**src/hdl/uid_pkg.sv**
```systemverilog
`default_nettype none

package uid_pkg;

    // Default operand width of the divider.
    localparam int DEFAULT_DATA_WIDTH = 32;

    // Special-case marks that travel with each operand pair down the pipeline.
    typedef struct packed {
        logic equal;     // dividend equals divisor
        logic zero_div;  // divisor is zero
    } uid_flags_t;

endpackage

`default_nettype wire

```
**src/hdl/uid_stage.sv**
```systemverilog
`default_nettype none

// One restoring-division step: shift in one dividend bit, trial-subtract the
// divisor, keep or restore, and append one quotient bit. Registered, with its
// own valid bit and backpressure.
module uid_stage #(
    parameter int DATA_WIDTH = uid_pkg::DEFAULT_DATA_WIDTH,
    parameter int BIT_INDEX  = DATA_WIDTH - 1
) (
    input  wire                      aclk,
    input  wire                      aresetn,

    input  wire                      in_valid,
    output logic                     in_ready,
    input  wire uid_pkg::uid_flags_t in_flags,
    input  wire  [DATA_WIDTH-1:0]    in_num,
    input  wire  [DATA_WIDTH-1:0]    in_den,
    input  wire  [DATA_WIDTH-1:0]    in_rem,
    input  wire  [DATA_WIDTH-1:0]    in_quo,

    output logic                     out_valid,
    input  wire                      out_ready,
    output uid_pkg::uid_flags_t      out_flags,
    output logic [DATA_WIDTH-1:0]    out_num,
    output logic [DATA_WIDTH-1:0]    out_den,
    output logic [DATA_WIDTH-1:0]    out_rem,
    output logic [DATA_WIDTH-1:0]    out_quo
);

    logic                      valid_reg;
    uid_pkg::uid_flags_t       flags_reg;
    logic [DATA_WIDTH-1:0]     num_reg;
    logic [DATA_WIDTH-1:0]     den_reg;
    logic [DATA_WIDTH-1:0]     rem_reg;
    logic [DATA_WIDTH-1:0]     quo_reg;

    logic [DATA_WIDTH-1:0]     rem_next;
    logic [DATA_WIDTH-1:0]     quo_next;

    logic [DATA_WIDTH:0]       shifted;
    logic [DATA_WIDTH+1:0]     diff;
    logic                      take;

    // Advance when empty or when the next stage takes our transaction.
    assign in_ready = !valid_reg || out_ready;

    always_comb begin
        shifted  = {in_rem, in_num[BIT_INDEX]};
        diff     = {1'b0, shifted} - {2'b00, in_den};
        take     = !diff[DATA_WIDTH+1];
        rem_next = take ? diff[DATA_WIDTH-1:0] : shifted[DATA_WIDTH-1:0];
        quo_next = {in_quo[DATA_WIDTH-2:0], take};
    end

    always_ff @(posedge aclk) begin
        if (!aresetn) begin
            valid_reg <= 1'b0;
        end else if (in_ready) begin
            valid_reg <= in_valid;
        end
    end

    always_ff @(posedge aclk) begin
        if (in_ready) begin
            flags_reg <= in_flags;
            num_reg   <= in_num;
            den_reg   <= in_den;
            rem_reg   <= rem_next;
            quo_reg   <= quo_next;
        end
    end

    assign out_valid = valid_reg;
    assign out_flags = flags_reg;
    assign out_num   = num_reg;
    assign out_den   = den_reg;
    assign out_rem   = rem_reg;
    assign out_quo   = quo_reg;

endmodule

`default_nettype wire

```
**config.mk**
```make
export PLATFORM = sky130hd
export DESIGN_NAME = uid_stage
export DESIGN_NICKNAME = d
export VERILOG_FILES = /design/src/hdl/uid_pkg.sv /design/src/hdl/uid_stage.sv
export SDC_FILE = /design/constraint.sdc
export NUM_CORES = 1
export LEC_CHECK = 0
export ABC_AREA = 0
export BUFFER_PORTS_ARGS = -buffer_cell sky130_fd_sc_hd__buf_2
export CORE_UTILIZATION = 45
export CTS_CLUSTER_DIAMETER = 150
export DETAILED_ROUTE_END_ITERATION = 6
export PLACE_DENSITY_LB_ADDON = 0.2
export SLEW_MARGIN = 10
export SYNTH_ARGS = -nofsm -noshare
export SYNTH_HDL_FRONTEND = slang
export SYNTH_SLANG_ARGS = --single-unit
```
**constraint.sdc**
```tcl
create_clock -name aclk -period 5.7 [get_ports aclk]
set_input_delay 0.57 -clock aclk [delete_from_list [all_inputs] [get_ports aclk]]
set_output_delay 0.57 -clock aclk [all_outputs]
set_load 0.02 [all_outputs]
```
## Yosys cells after proc, flatten, opt, wreduce, memory -nomap -nowiden

Cells that the tools add are included.

- $add $sub $neg: 1
- Mux-type cells: 1
- Reductions and logical operators: 3

Operators with widths:

| operator | count |
|---|---|
| 33-bit by 32-bit subtractor with 34-bit output | 1 |
| 32-bit two-way mux | 1 |
| 1-bit logical NOT | 2 |
| 1-bit logical OR | 1 |

- Bits in registers: 131
- Input port bits: 134
- Output and inout bits: 132
- Logic and storage cells: 12

## Logic depth before layout (Yosys ltp)

Gate-level depths: netlist of the first run.

- Depth after elaboration: 2
- Gate-level depth with buffers: 12
- Gate-level depth less buffers: 12

## Worst setup path before layout of the first run

OpenSTA, ideal clock, no wires.

- Path kind: in2reg
- Start: input out_ready
- End: register valid_reg, in the netlist out_valid
- Library setup time: 312 ps
- Arrival time: 4224 ps
- Required time: 5388 ps
- Setup slack: 1164 ps
- Cell stages on the path: 2
- Buffers on the path: 0
- Path through: nand2b_1 a21boi_0

- Longest elaborated chain between the ends: 1

Ends and longest elaborated chain:

| element | line | RTL |
|---|---|---|
| start: declaration | uid_stage.sv:22 | `input wire out_ready,` |
| 1-bit logical OR | uid_stage.sv:45 | `assign in_ready = !valid_reg \|\| out_ready;` |
| end signal: assignment | uid_stage.sv:59 | `valid_reg <= in_valid;` |
| end: declaration | uid_stage.sv:30 | `logic valid_reg;` |

Every way passes these cells.
A chain may end at the register's enable or synchronous reset.

## Final worst setup path of the first run

- Start: input in_den[21]
- End: register rem_reg[2], in the netlist out_rem[2], data pin

- Longest elaborated chain between the ends: 2

Ends and longest elaborated chain:

| element | line | RTL |
|---|---|---|
| start: declaration | uid_stage.sv:17 | `input wire [DATA_WIDTH-1:0] in_den,` |
| 33-bit by 32-bit subtractor with 34-bit output | uid_stage.sv:49 | `diff = {1'b0, shifted} - {2'b00, in_den};` |
| 32-bit two-way mux | uid_stage.sv:51 | `rem_next = take ? diff[DATA_WIDTH-1:0] : shifted[DATA_WIDTH-1:0];` |
| via rem_next[2] | uid_stage.sv:37 | `logic [DATA_WIDTH-1:0] rem_next;` |
| end signal: assignment | uid_stage.sv:68 | `rem_reg <= rem_next;` |
| end: declaration | uid_stage.sv:34 | `logic [DATA_WIDTH-1:0] rem_reg;` |

The timed path passes the listed nets, and every way through them passes these cells.

==> flow_summary.toml, run 1 <==
[power_and_ir_drop]
totalPowerFinal_mw = 2.937
power.leakage_nw = 3.894
peakVddDrop_v = 0.0001755
p_per_area_nw_per_um2 = 347.7

[die]
io_pins = 266
die_y_um = 120.8
die_area_sq_um = 14590
start_util = 0.4591
coreArea_sq_um = 13830
fp-row-count = 43
die_w_um = 120.8

[cells_and_area]
area_growth_syn_to_layout_pct = 33.07
drive_gt1_frac = 0.4477
layout.nets = 900

[synthesis]
avgSynthCellArea_sq_um = 13.92
ys_types = 55
synth_edf_count = 130
synth_area_leader_cell = "edfxtp_1"
synth.yosys.seq_area_share = 0.6181
synth_common_cells = "edfxtp_1, inv_1, ha_1, a21oi_1"
synth_most_common_cell = "edfxtp_1"
synth_area_sq_um = 6349
netlist_top_cells_area = "edfxtp_1, ha_1, mux2_4, a21oi_1, inv_1"
yosysTopAreaCellShare = 0.6149
synthCells = 456
ys.flop_type = "edfxtp_1"
ys_ff_latch = 131
synthArstFlopShare = 0
synth_warnings = 0
syn_nets = 623

[clock_network]
hold_buffers = 0
cts_resized = 0
path_clk_slew_ps = 60
post-cts-setup-buffers = 0
clock_path_buffers = 2
clockRootBuffer = "clkbuf_16"
cts_sinks = 131
cts_tree = "done"
insertion_delay_ps = 410
htree_levels = 4
numCtsBuffers = 17

[place]
pre_cts_slack_ps = 1564
hpwl_um = 11850
place_congestion = 0.8506
io_buffer_count = 264

[route]
detail_route.wirelength_um = 15680
drtIter0Drc = 317
vias = 4741
firstDrtPassIters = 5
drc_errors = 0
postRouteAntennaNets = 0
viasPerCell = 5.109
wl_per_cell_um = 16.90

[timing]
tightest_slew_ps = 986.2
fin_crit_sh = 0.6474
timing.hold.ws_ps = 333.1
fin_skew_ps = 7.981
rsz0062_at_grt = "false"
slew_violations = 0
setup_viol = 0
tns_ps = 0
slew_headroom = 0.3425
period_minus_slack_ps = 3690
max_freq_ghz = 0.2710
worst_slack_ps = 2010
hold_violations = 0

[worst_setup_path]
critPathLaunchType = "input port"
cp_data_arrival_time_ps = 3840
required_ps = 5850
end_kind = "flop"
crit_type = "in -> reg"
crit_fanout = 19

[global_routing]
grt_pass1_wl_um = 23000
grt_overflow = 0
antenna_found_initial = 2
first_global_vias = 4365
grt_use_total = 0.2121
grt_max_degree = 79

[worst_hold_path]
min_path_type = "in -> reg"

[flow_run]
cap_violations = 0

[status]
outcome = "finished clean"
[metal layers]
layer / track usage / vias up / wire length [um]
met5: 0 / - / 0
met4: 0.09645 / 0 / 257
met3: 0.05896 / 18 / 1221
met2: 0.3574 / 205 / 7905
met1: 0.2517 / 2235 / 6297
li1: - / 2283 / -
[cell type report]
cell class | instances | area (sq um)
Tap cell | 180 | 225.2
Clock inverter | 14 | 178.9
Clock buffer | 18 | 429.2
Antenna cell | 2 | 5.005
Sequential cell | 131 | 3924
Multi-Input combinational cell | 276 | 2196
Inverter | 41 | 153.9
Timing Repair Buffer | 266 | 1336
Fill cell | 1125 | 5379
[placed cells by master, fill, tap and decap left out, types with 7 or more instances in the layout]
master / n
a21oi_1: 31
nor2_1: 18
inv_1: 41
buf_2: 264
clkbuf_16: 17
xnor2_1: 17
xor2_1: 7
ha_1: 32
o21ai_0: 16
nand2_1: 25
mux2_4: 25
edfxtp_1: 130
[sequential cells by signal (all words and copies together) (netlist names)]
signal,cells
out_quo,32
out_den,32
out_rem,32
out_flags,2
out_valid,1
out_num,32
[critical path: stages]
cell	delay, ps
buf_2	90
inv_1	40
ha_1	450
and3_1	330
nand3_1	130
or4_4	550
o21bai_2	170
a21oi_2	90
a31oi_4	570
buf_4	450
mux2_2	380
[cells by family (layout without fill, tap and decap cells)]
logic type | count (synthesis) | in the layout | synth area share
DFF | 131 | 131 | 0.6181
buffers and inverters | 49 | 339 | 0.03725
adders and majority gates | 33 | 33 | 0.06622
AOI/OAI and AO/OA | 101 | 101 | 0.1066
other | 0 | 2 | 0
muxes | 33 | 33 | 0.07213
xor gates and xnor gates | 24 | 24 | 0.03311
and+or+nand+nor | 85 | 85 | 0.06662
[path summary, 6_finish.rpt]
kind | from | slack, ps | to | depth (start not counted)
max | in_den[21] | 2010 | out_rem[2] | 11
min | in_num[28] | 330 | out_num[28] | 1
max reg2reg | out_valid | 3490 | out_den[29] | 2
min reg2reg | out_valid | 1090 | out_num[8] | 1
[power breakdown]
group	switching, mW	internal [mW]	total, mW	leakage, nW
Clock	0.423	0.695	1.12	0.293
Sequential	0.0243	1.18	1.20	1.35
Combinational	0.362	0.253	0.615	2.25
[metrics by stage]
step | utilization | instances | instance area, sq um
6_report | 0.6110 | 928 | 8448
3_3_place_gp | 0.5666 | 894 | 7835
2_1_floorplan | - | 456 | 6349
3_5_place_dp | 0.5666 | 894 | 7835
4_1_cts | 0.6106 | 926 | 8443
5_1_grt | 0.6108 | 927 | 8446
(Power assumes the default switching activity.)
==> run 2: changes to the inputs <==
--- a/config.mk
+++ b/config.mk
@@ -7,7 +7,7 @@
 export LEC_CHECK = 0
 export ABC_AREA = 0
 export BUFFER_PORTS_ARGS = -buffer_cell sky130_fd_sc_hd__buf_2
-export CORE_UTILIZATION = 45
+export CORE_UTILIZATION = 44
 export CTS_CLUSTER_DIAMETER = 150
 export DETAILED_ROUTE_END_ITERATION = 6
 export PLACE_DENSITY_LB_ADDON = 0.2
==> constraint.sdc (replaced) <==
create_clock -name aclk -period 3.2 [get_ports aclk]
set_input_delay 0.32 -clock aclk [delete_from_list [all_inputs] [get_ports aclk]]
set_output_delay 0.32 -clock aclk [all_outputs]
set_load 0.02 [all_outputs]
==> flow_summary.toml, run 2 (synthesized netlist as in run 1, its figures left out) <==
[place]
place_area_sq_um = 8098
hpwl_um = 12730
io_buffer_count = 264
place_congestion = 0.8793

[worst_setup_path]
slowest_delay_ps = 430
crit_slowest_cell = "fa_1"
path_common_cell = "inv_1"
critPathBufInv = 3
end_kind = "flop"
crit_type = "in -> reg"
required_ps = 3370
critPathTopFamily = "compound AO/OA/AOI/OAI gates"
crit_fanout = 3
crit_path_cell_trace = "buf_2 > inv_1 > ha_1 > inv_1 > fa_1 > a211oi_1 > o211a_1 > o31ai_1 > o41a_1 > a41oi_1 > o21ai_0 > a21boi_0 > mux2_4"
critPathLaunchType = "input port"
cp_data_arrival_time_ps = 3160

[worst_hold_path]
min_path_type = "in -> reg"

[die]
die_area_sq_um = 14910
die_w_um = 122.1
io_pins = 266
coreArea_sq_um = 13990
die_y_um = 122.1
start_util = 0.4538
fp-row-count = 43

[cells_and_area]
fillCellCount = 1110
layout_common_cells = "buf_2, edfxtp_1, inv_1, ha_1, a21oi_1"
fin_area_sq_um = 8691
post-route-util = 0.6213
drive_gt1_frac = 0.4671
area_growth_syn_to_layout_pct = 36.89
final_common_cell = "buf_2"
layout.nets = 930

[clock_network]
cts_sinks = 131
numCtsBuffers = 17
clockRootBuffer = "clkbuf_16"
post-cts-setup-buffers = 0
cts_tree = "done"
hold_buffers = 0
htree_levels = 4
clock_path_buffers = 2
cts_resized = 0
path_clk_slew_ps = 60
insertion_delay_ps = 410

[route]
drc_errors = 0
vias = 4844
detail_route.wirelength_um = 16540
drtIter0Drc = 298
viasPerCell = 5.067
postRouteAntennaNets = 0
wl_per_cell_um = 17.30
firstDrtPassIters = 4

[global_routing]
grt_max_degree = 49
grt_use_total = 0.2193
first_global_vias = 4769
antenna_found_initial = 2
grt_overflow = 0
grt_pass1_wl_um = 24510

[power_and_ir_drop]
p_sw_frac = 0.2730
totalPowerFinal_mw = 5.256
p_comb_frac = 0.221
seqPwrFrac = 0.408
power.leakage_nw = 4.043
p_int_mw = 3.821
power.share.clock = 0.371
p_per_area_nw_per_um2 = 604.7
peakVddDrop_v = 0.0004053
switching_power_mw = 1.435

[timing]
fin_crit_sh = 0.9346
tightest_slew_ps = 693.6
setup_viol = 0
tns_ps = 0
period_minus_slack_ps = 2991
slew_violations = 0
hold_violations = 0
fin_skew_ps = 10.83
slew_headroom = 0.5376
rsz0062_at_grt = "false"
max_freq_ghz = 0.3344

[flow_run]
cap_violations = 0

[status]
outcome = "finished clean"
[run 2: cell count changes in the layout (fill, tap and decap cells not counted), sizes merged]
cell	delta
clkinvlp	+1
buf	+30
clkbuf	+1
diode	-1
inv	-3
[run 2: worst reg2reg max path: cells and delay by family (launching register included)]
kind / cells / cell delay [ps]
flops: 1 / 350
buf+inv: 1 / 350
simple gates: 1 / 530
[run 2: final cells by class]
class                   instances  area (sq um)  area share
flip-flops and latches        131          3924      0.4515
clock inverters                12         157.7     0.01814
well taps                     180         225.2     0.02591
clock buffers                  19         432.9     0.04981
inverters                      41         153.9     0.01771
multi-input cells             276          2196      0.2527
diodes                          1         2.502   0.0002879
repair buffers                296          1599      0.1840
[run 2: per-layer routing]
layer / global-route usage / vias up / wire length (um)
met5: 0 / - / 8
met4: 0.09527 / 2 / 335
met3: 0.06273 / 24 / 1300
met2: 0.3775 / 191 / 8271
met1: 0.2535 / 2287 / 6620
li1: - / 2340 / -
[run 2: power by group through the flow]
stage	sequential [mW]	clock [mW]	combinational [mW]
2_1_floorplan	2.42	0	0.504
3_3_place_gp	2.17	0	1.14
3_5_place_dp	2.18	0	1.16
4_1_cts	2.14	1.99	1.17
5_1_grt	2.16	2.06	1.25
6_report	2.14	1.95	1.16
[run 2: worst paths after layout]
| path | cells after the start | end | slack (ps) | startpoint |
|---|---|---|---|---|
| max | 13 | out_rem[28] | 210 | in_num[31] |
| min | 1 | out_num[25] | 90 | in_num[25] |
| max reg2reg | 2 | out_quo[20] | 1600 | out_valid |
| min reg2reg | 1 | out_quo[5] | 1110 | out_valid |
[run 2: per-stage QoR]
| stage | setup slack [ps] | hold WS (ps) | std cells |
|---|---|---|---|
| 3_3_place_gp | -134.3 | 497.1 | 924 |
| 5_1_grt | 30.50 | 60.71 | 956 |
| 6_report | 209.3 | 85.84 | 956 |
| 4_1_cts | 243.4 | 66.25 | 955 |
| 2_1_floorplan | 219.7 | 418.9 | 456 |
| 3_5_place_dp | -169.1 | 498.5 | 924 |
